**config.mk**
```make
export PLATFORM = sky130hd
export DESIGN_NAME = three_sum_search_top
export DESIGN_NICKNAME = d
export VERILOG_FILES = /design/src/rtl/tss_pkg.sv /design/src/rtl/tss_mem.sv /design/src/rtl/three_sum_search_top.sv
export SDC_FILE = /design/constraint.sdc
export NUM_CORES = 2
export LEC_CHECK = 0
export BUFFER_PORTS_ARGS = -buffer_cell sky130_fd_sc_hd__buf_2
export CAP_MARGIN = 40
export CORE_MARGIN = 5
export CORE_UTILIZATION = 55
export CTS_CLUSTER_SIZE = 10
export DETAILED_ROUTE_END_ITERATION = 7
export HOLD_SLACK_MARGIN = 0.08
export PLACE_DENSITY = 0.71
export SETUP_SLACK_MARGIN = 0.4
export SLEW_MARGIN = 30
export SYNTH_ARGS = -nofsm -noshare
export SYNTH_HDL_FRONTEND = slang
export SYNTH_SLANG_ARGS = --single-unit
```
**constraint.sdc**
```tcl
create_clock -name clock -period 9.8 [get_ports clock]
set_input_delay 1.96 -clock clock [delete_from_list [all_inputs] [get_ports clock]]
set_output_delay 1.96 -clock clock [all_outputs]
set_load 0.03 [all_outputs]
```
**src/rtl/tss_pkg.sv**
```systemverilog
// Package for the three-sum search block: sizes, widths and shared types.
// No dependencies; used by every module under rtl.
`timescale 1ns / 1ps
`default_nettype none
package tss_pkg;
   localparam int MAX_ELEMENTS_DEF = 64;
   localparam int VALUE_W          = 16;
   localparam int TARGET_W         = 18;
   localparam int SUM_W            = 18;

   typedef struct packed {
      logic             found;
      logic [VALUE_W-1:0] v0;
      logic [VALUE_W-1:0] v1;
      logic [VALUE_W-1:0] v2;
   } result_type;
endpackage
`default_nettype wire

```
**src/rtl/tss_mem.sv**
```systemverilog
// Value store for the three-sum search: one write port, one registered read port.
// Depends on tss_pkg.
`timescale 1ns / 1ps
`default_nettype none
module tss_mem
   import tss_pkg::*;
#(
   parameter int DEPTH = MAX_ELEMENTS_DEF
) (
   input  wire logic                     clock,
   input  wire logic                     wr_en,
   input  wire logic [$clog2(DEPTH)-1:0] wr_addr,
   input  wire logic [VALUE_W-1:0]       wr_data,
   input  wire logic [$clog2(DEPTH)-1:0] rd_addr,
   output      logic [VALUE_W-1:0]       rd_data
);
   logic [VALUE_W-1:0] mem_ff [DEPTH];
   logic [VALUE_W-1:0] rd_data_ff;

   always_ff @(posedge clock) begin
      if (wr_en) begin
         mem_ff[wr_addr] <= wr_data;
      end
      rd_data_ff <= mem_ff[rd_addr];
   end

   assign rd_data = rd_data_ff;
endmodule
`default_nettype wire

```
**src/rtl/three_sum_search_top.sv**
```systemverilog
// Top level of the three-sum search: load, insertion sort and two-pointer scan.
// Depends on tss_pkg and tss_mem.
//
//   port group | dir | contents
//   req_*      | in  | element_value, last_element; valid/stall
//   rsp_*      | out | found, first/second/third_value; valid/stall
//   csr_*      | in  | target_sum write, no read-back
//
// Each element is stored at its transfer while the store has room. A marked element
// also starts a sort and a scan that share the single store read port: the insertion
// sort steps S_SKEY, S_SKEYW, S_SCMP, S_SCMPW per key and S_SCMP, S_SCMPW per shift,
// O(n^2); the scan steps S_I, S_R0, S_R1, S_R2, S_EVAL per pointer step (three reads
// and a compare), O(n^2); S_SDONE lies between the two and S_OUT posts the result.
// Reset clears control state only. req_stall stays high from the marked transfer
// until the result is taken; the result register holds while rsp_stall is high.
`timescale 1ns / 1ps
`default_nettype none
module three_sum_search_top
   import tss_pkg::*;
#(
   parameter int MAX_ELEMENTS = MAX_ELEMENTS_DEF
) (
   input  wire logic                       clock,
   input  wire logic                       reset,
   input  wire logic                       req_valid,
   output      logic                       req_stall,
   input  wire logic signed [VALUE_W-1:0]  req_element_value,
   input  wire logic                       req_last_element,
   output      logic                       rsp_valid,
   input  wire logic                       rsp_stall,
   output      logic                       rsp_found,
   output      logic signed [VALUE_W-1:0]  rsp_first_value,
   output      logic signed [VALUE_W-1:0]  rsp_second_value,
   output      logic signed [VALUE_W-1:0]  rsp_third_value,
   input  wire logic                       csr_write,
   input  wire logic signed [TARGET_W-1:0] csr_target_sum
);
   localparam int AW = $clog2(MAX_ELEMENTS);
   localparam int CW = $clog2(MAX_ELEMENTS + 1);

   typedef enum logic [3:0] {
      S_LOAD, S_SKEY, S_SKEYW, S_SCMP, S_SCMPW, S_SDONE,
      S_I, S_R0, S_R1, S_R2, S_EVAL, S_OUT
   } state_type;

   state_type state_ff;
   logic [CW-1:0] count_ff;
   logic [AW-1:0] a_ff, b_ff, i_ff, l_ff, r_ff;
   logic signed [VALUE_W-1:0] key_ff, x0_ff, x1_ff, x2_ff;
   logic signed [TARGET_W-1:0] target_ff;
   result_type res_ff;
   logic rsp_valid_ff;

   logic wr_en;
   logic [AW-1:0] wr_addr, rd_addr;
   logic [VALUE_W-1:0] wr_data, rd_data;
   logic signed [SUM_W-1:0] sum;
   logic req_take;

   assign req_stall = (state_ff != S_LOAD) || rsp_valid_ff;
   assign req_take  = req_valid && !req_stall;
   assign sum = SUM_W'(x0_ff) + SUM_W'(x1_ff) + SUM_W'(x2_ff);

   // Store port: load writes, sort shifts and key placement write.
   always_comb begin
      wr_en   = 1'b0;
      wr_addr = b_ff;
      wr_data = rd_data;
      rd_addr = a_ff;
      case (state_ff)
         S_LOAD: begin
            wr_en   = req_take && (count_ff < CW'(MAX_ELEMENTS));
            wr_addr = count_ff[AW-1:0];
            wr_data = req_element_value;
         end
         S_SKEY:  rd_addr = a_ff;
         S_SCMP:  rd_addr = b_ff - AW'(1);
         S_SCMPW: begin
            // shift larger predecessor up, or drop the key in place
            wr_en   = 1'b1;
            wr_addr = b_ff;
            wr_data = ((b_ff != '0) && ($signed(rd_data) > key_ff)) ? rd_data : key_ff;
         end
         S_I:     rd_addr = i_ff;
         S_R0:    rd_addr = l_ff;
         S_R1:    rd_addr = r_ff;
         default: rd_addr = a_ff;
      endcase
   end

   tss_mem #(.DEPTH(MAX_ELEMENTS)) u_mem (
      .clock  (clock),
      .wr_en  (wr_en),
      .wr_addr(wr_addr),
      .wr_data(wr_data),
      .rd_addr(rd_addr),
      .rd_data(rd_data)
   );

   always_ff @(posedge clock) begin
      if (reset) begin
         state_ff     <= S_LOAD;
         count_ff     <= '0;
         target_ff    <= '0;
         rsp_valid_ff <= 1'b0;
      end else begin
         if (csr_write) begin
            target_ff <= csr_target_sum;
         end
         if (rsp_valid_ff && !rsp_stall) begin
            rsp_valid_ff <= 1'b0;
         end
         case (state_ff)
            S_LOAD: begin
               if (req_take) begin
                  if (count_ff < CW'(MAX_ELEMENTS)) begin
                     count_ff <= count_ff + CW'(1);
                  end
                  if (req_last_element) begin
                     a_ff     <= AW'(1);
                     state_ff <= S_SKEY;
                  end
               end
            end
            S_SKEY: begin
               // the set size is count_ff (+1 if the mark was stored, already counted)
               if (CW'(a_ff) >= count_ff || a_ff == '0) begin
                  state_ff <= S_SDONE;
               end else begin
                  b_ff     <= a_ff;
                  state_ff <= S_SKEYW;
               end
            end
            S_SKEYW: begin
               key_ff   <= rd_data;
               state_ff <= S_SCMP;
            end
            S_SCMP: state_ff <= S_SCMPW;
            S_SCMPW: begin
               if ((b_ff != '0) && ($signed(rd_data) > key_ff)) begin
                  b_ff     <= b_ff - AW'(1);
                  state_ff <= S_SCMP;
               end else begin
                  a_ff     <= a_ff + AW'(1);
                  state_ff <= (CW'(a_ff) + CW'(1) >= count_ff) ? S_SDONE : S_SKEY;
               end
            end
            S_SDONE: begin
               i_ff        <= '0;
               l_ff        <= AW'(1);
               r_ff        <= AW'(count_ff - CW'(1));
               res_ff      <= '0;
               state_ff    <= (count_ff < CW'(3)) ? S_OUT : S_I;
            end
            S_I:  state_ff <= S_R0;
            S_R0: begin
               x0_ff    <= rd_data;
               state_ff <= S_R1;
            end
            S_R1: begin
               x1_ff    <= rd_data;
               state_ff <= S_R2;
            end
            S_R2: begin
               x2_ff    <= rd_data;
               state_ff <= S_EVAL;
            end
            S_EVAL: begin
               if (sum == target_ff) begin
                  res_ff   <= '{1'b1, x0_ff, x1_ff, x2_ff};
                  state_ff <= S_OUT;
               end else if (l_ff + AW'(1) == r_ff) begin
                  // pointers meet: advance first index and restart pointers, or finish
                  if (CW'(i_ff) + CW'(3) >= count_ff) begin
                     state_ff <= S_OUT;
                  end else begin
                     i_ff     <= i_ff + AW'(1);
                     l_ff     <= i_ff + AW'(2);
                     r_ff     <= AW'(count_ff - CW'(1));
                     state_ff <= S_I;
                  end
               end else begin
                  if (sum < target_ff) begin
                     l_ff <= l_ff + AW'(1);
                  end else begin
                     r_ff <= r_ff - AW'(1);
                  end
                  state_ff <= S_I;
               end
            end
            S_OUT: begin
               if (!rsp_valid_ff) begin
                  rsp_valid_ff <= 1'b1;
                  count_ff     <= '0;
                  state_ff     <= S_LOAD;
               end
            end
            default: state_ff <= S_LOAD;
         endcase
      end
   end

   assign rsp_valid        = rsp_valid_ff;
   assign rsp_found        = res_ff.found;
   assign rsp_first_value  = res_ff.v0;
   assign rsp_second_value = res_ff.v1;
   assign rsp_third_value  = res_ff.v2;

   a_count_bound: assert property (@(posedge clock) disable iff (reset)
      count_ff <= CW'(MAX_ELEMENTS))
      else $error("fill count above depth");
   a_no_take_busy: assert property (@(posedge clock) disable iff (reset)
      (state_ff != S_LOAD) |-> !req_take)
      else $error("input taken during search");
   a_rsp_hold: assert property (@(posedge clock) disable iff (reset)
      (rsp_valid_ff && rsp_stall) |=> (rsp_valid_ff && $stable(res_ff)))
      else $error("result changed while stalled");
   a_not_found_zero: assert property (@(posedge clock) disable iff (reset)
      (rsp_valid_ff && !res_ff.found) |-> (res_ff.v0 == '0 && res_ff.v1 == '0))
      else $error("not-found result carries values");
endmodule
`default_nettype wire

```
==> results.txt <==
----------------------------------------------------
[Status]
  Run status ... completed

[Yosys]
  Total of flip-flops plus latches after synthesis ... 1,213
  Post-synth EDFFs ... 1,167
  Mean instance size in the synthesized netlist ... 13.1 um^2
  Synth Net Count ... 4,032
  Predominant post-synthesis flop cell ... sky130_fd_sc_hd__edfxtp_1
  Sequential share of the synthesized area ... 70.4%
  Number of standard cells after synthesis ... 3,894
  Share of async-settable or async-resettable flops after synthesis ... 0%
  Yosys warnings ... 0
  Post-synth cell types ... 81
  Post-Synthesis Cell Area ... 51,100 um^2

[Routing]
  Routed wirelength normalized by instance count ... 24.2 um
  First-pass detailed-route iteration total ... 6
  Antenna Nets Post-Route ... 0
  DRC violation count after routing ... 0
  Via count ... 32.5k
  First-iteration detailed-routing DRC count ... 4,038
  Wirelength, routed ... 129,000 um
  Vias per cell ... 6.09

[Critical path]
  Largest fanout of any net on the critical path ... 49
  Nature of the critical path endpoint ... flop
  Data arrival, critical path ... 6.47 ns
  Terminus of the critical flop-to-flop path ... rsp_third_value[8]$_SDFFCE_PN0P_
  Crit start category ... flop
  Critical path type ... reg2reg
  Required time at the endpoint of the critical path ... 10.18 ns
  Reg2Reg Depth ... 23
  Flop2flop setup slack ... 3.71 ns
  Origin of the critical flop-to-flop path ... x1_ff[1]$_DFFE_PP_

[STA]
  Max_slew headroom ... 31.1%
  Accumulated negative setup slack ... 0 ns
  FMAX ... 164 MHz
  Slew at the pin closest to its max-slew limit ... 1.01 ns
  Final worst path period share ... 62.1%
  Final number of max-transition violations ... 0
  Min Tclk post-route ... 6.09 ns
  Unrepaired setup endpoints after global routing ... no
  Final setup violation count ... 0
  Number of hold-slack violations in the final timing report ... 0
  Clock skew ... 0.0355 ns

[Die]
  Initial standard-cell utilization of the core ... 55.6%
  Die span in y ... 315 um
  Die outline area ... 99,100 um^2
  Chip width ... 315 um
  Floorplan Core Area ... 91,900 um^2
  Number of primary I/O pins ... 91
  Row count ... 111

[GRT]
  Overall fraction of global-route tracks in use ... 25.7%
  Global-route wire length before repair ... 193,000 um
  Largest net degree at the start of global routing ... 183
  Antenna violations before repair ... 3
  Vias in the first global route ... 31.2k
  Remaining global-route overflow ... 0

[Clocking]
  Clock Pin Slew Worst Setup and Hold Paths ... 0.05 ns
  CTS tree ... done
  Number of buffers on the longest clock path ... 3
  CTS H-tree depth ... 4
  Number of buffers created by CTS ... 140
  Number of instances resized during post-cts repair ... 0
  Postcts setup bufs ... 0
  Cell at the root of the clock tree ... sky130_fd_sc_hd__clkbuf_16
  Clock Latency Late Sink ... 0.77 ns
  TritonCTS Sinks ... 1,213
  Post-CTS Hold Buffers ... 0

[Worst hold path]
  Worst min-delay path startpoint ... target_ff[17]$_SDFFE_PP0P_
  Worst min-delay path category ... reg2reg
  Hold Path End ... target_ff[17]$_SDFFE_PP0P_
  Depth of the worst hold-timing path ... 2

[Final layout]
  Final core utilization ... 62.5%
  Filler Cells Inserted ... 6,795
  Final antenna diode count ... 0
  Final layout net count ... 4,173
  Share of cells above drive strength 1 ... 11.1%
  Cell area after layout ... 57,500 um^2
  Area growth from synthesis to final layout ... 12.6%

[Placed design]
  HPWL Detailed ... 76,400 um
  RD Place Congestion ... 0.857
  Placed cell area ... 53,400 um^2
  Number of buffers inserted by port buffering ... 90

[Power]
  Total power per unit cell area ... 322 nW/um^2
  Worst VDD drop ... 0.333 mV
  Static leakage power ... 20.4 nW

[Flow run]
  Max Cap Viol ... 0

----------------------------------------------------
[logic make-up after synthesis]
group	after synthesis	share of synthesized area, %
buffers and inverters	302	2.66
DFF	1213	70.4
and+or+nand+nor	1574	14.0
muxes	88	1.73
adders and majority gates	98	2.65
xor gates and xnor gates	54	0.926
AOI/OAI and AO/OA	565	7.64
[Yosys cell counts, types with 46 or more instances]
cell | number | area [um^2]
sky130_fd_sc_hd__and2_1 | 47 | 294
sky130_fd_sc_hd__dfxtp_1 | 46 | 921
sky130_fd_sc_hd__nand2_1 | 955 | 3580
sky130_fd_sc_hd__mux2i_1 | 87 | 871
sky130_fd_sc_hd__edfxtp_1 | 1167 | 35000
sky130_fd_sc_hd__a21oi_1 | 137 | 686
sky130_fd_sc_hd__clkbuf_1 | 102 | 383
sky130_fd_sc_hd__ha_1 | 81 | 1010
sky130_fd_sc_hd__a31oi_1 | 135 | 845
sky130_fd_sc_hd__buf_2 | 96 | 480
sky130_fd_sc_hd__and3_1 | 262 | 1640
sky130_fd_sc_hd__a311oi_1 | 56 | 490
sky130_fd_sc_hd__inv_1 | 67 | 251
sky130_fd_sc_hd__a2111oi_0 | 48 | 420
sky130_fd_sc_hd__nor2_1 | 151 | 567
[critical path: stages (launching register included)]
cell	delay, ns
sky130_fd_sc_hd__edfxtp_1	0.36
sky130_fd_sc_hd__inv_1	0.10
sky130_fd_sc_hd__fa_1	0.43
sky130_fd_sc_hd__inv_1	0.07
sky130_fd_sc_hd__ha_1	0.16
sky130_fd_sc_hd__inv_1	0.06
sky130_fd_sc_hd__fa_1	0.45
sky130_fd_sc_hd__nor2b_1	0.12
sky130_fd_sc_hd__o21ai_0	0.10
sky130_fd_sc_hd__a21boi_0	0.36
sky130_fd_sc_hd__o2111ai_1	0.16
sky130_fd_sc_hd__nand2_1	0.16
sky130_fd_sc_hd__a311oi_1	0.11
sky130_fd_sc_hd__o41ai_1	0.51
sky130_fd_sc_hd__nand2_1	0.11
sky130_fd_sc_hd__a31o_2	0.26
sky130_fd_sc_hd__ha_1	0.32
sky130_fd_sc_hd__nand4_1	0.10
sky130_fd_sc_hd__nor3_1	0.26
sky130_fd_sc_hd__inv_1	0.10
sky130_fd_sc_hd__nor4_1	0.50
sky130_fd_sc_hd__nand2_1	0.18
sky130_fd_sc_hd__a21oi_4	0.18
sky130_fd_sc_hd__buf_4	0.52
[layout make-up]
class / instances / area, um^2 / share of cell area (%)
tap: 1243 / 1560 / 2.70
clock inverter: 17 / 307 / 0.533
inverter: 70 / 263 / 0.457
clock buffer: 187 / 3710 / 6.45
sequential: 1213 / 36000 / 62.5
multi-input combinational: 2379 / 14000 / 24.4
timing repair buffer: 231 / 1660 / 2.88
[where the power goes]
group / internal, mW / leakage (nW) / switching [mW]
clock network: 2.68 / 1.94 / 2.01
registers: 7.25 / 10.9 / 0.180
logic: 1.64 / 7.61 / 4.79
[per-layer routing]
| metal | vias to the layer above | wire length (um) | GRT usage, % |
|---|---|---|---|
| met1 | 16098 | 50800 | 34.8 |
| met4 | 4 | 4680 | 9.17 |
| met3 | 250 | 10900 | 4.96 |
| met2 | 1510 | 63000 | 42.2 |
| li1 | 14679 | - | - |
| met5 | - | 27 | 0 |
[how the worst max path moves through the flow]
stage	start	end	slack [ns]	depth (start not counted)
2_1_floorplan	x1_ff[1]$_DFFE_PP_	rsp_first_value[0]$_SDFFCE_PN0P_	2.71	22
3_3_place_gp	x1_ff[1]$_DFFE_PP_	rsp_first_value[7]$_SDFFCE_PN0P_	3.79	23
3_5_place_dp	x1_ff[1]$_DFFE_PP_	rsp_second_value[8]$_SDFFCE_PN0P_	3.73	23
4_1_cts	x1_ff[1]$_DFFE_PP_	rsp_third_value[8]$_SDFFCE_PN0P_	3.71	23
5_1_grt	x2_ff[1]$_DFFE_PP_	rsp_first_value[10]$_SDFFCE_PN0P_	3.17	23
6_report	x1_ff[1]$_DFFE_PP_	rsp_third_value[8]$_SDFFCE_PN0P_	3.71	23
[registers in the layout, indices dropped and copies added, names as in the netlist, 6 cells and up]
signal	cells
b_ff	6
u_mem.mem_ff	1024
l_ff	6
i_ff	6
target_ff	18
count_ff	7
rsp_first_value	16
a_ff	6
r_ff	6
key_ff	16
x0_ff	16
x2_ff	16
rsp_second_value	16
x1_ff	16
rsp_third_value	16
u_mem.rd_data	16
[placed cells by master (no fill, tap or decap), drive strengths merged, types with 14 or more instances in the layout]
cell type / n
xor2: 20
edfxtp: 1167
o22ai: 35
o21ai: 23
nand3: 25
buf: 227
nor2b: 15
a21oi: 137
dfxtp: 46
xnor2: 34
nand2: 957
nand2b: 14
ha: 81
a22oi: 21
and2: 47
inv: 76
nor2: 155
mux2i: 87
nor3: 16
a31oi: 136
and4: 17
nand4: 27
fa: 17
clkbuf: 190
a311oi: 65
and3: 262
a2111oi: 48
a211oi: 39
[stage by stage]
stage / instances / power, mW / setup WS, ns / hold WS, ns
after floorplan: 3894 / 11.3 / 2.71 / 0.460
after global placement: 5111 / 13.7 / 3.79 / 0.477
after detailed placement: 5127 / 13.9 / 3.73 / 0.490
after CTS: 5331 / 18.5 / 3.71 / 0.501
after global routing: 5340 / 19.3 / 3.17 / 0.518
final: 5340 / 18.5 / 3.71 / 0.495
Note: power is estimated with default switching activity, not from simulation.
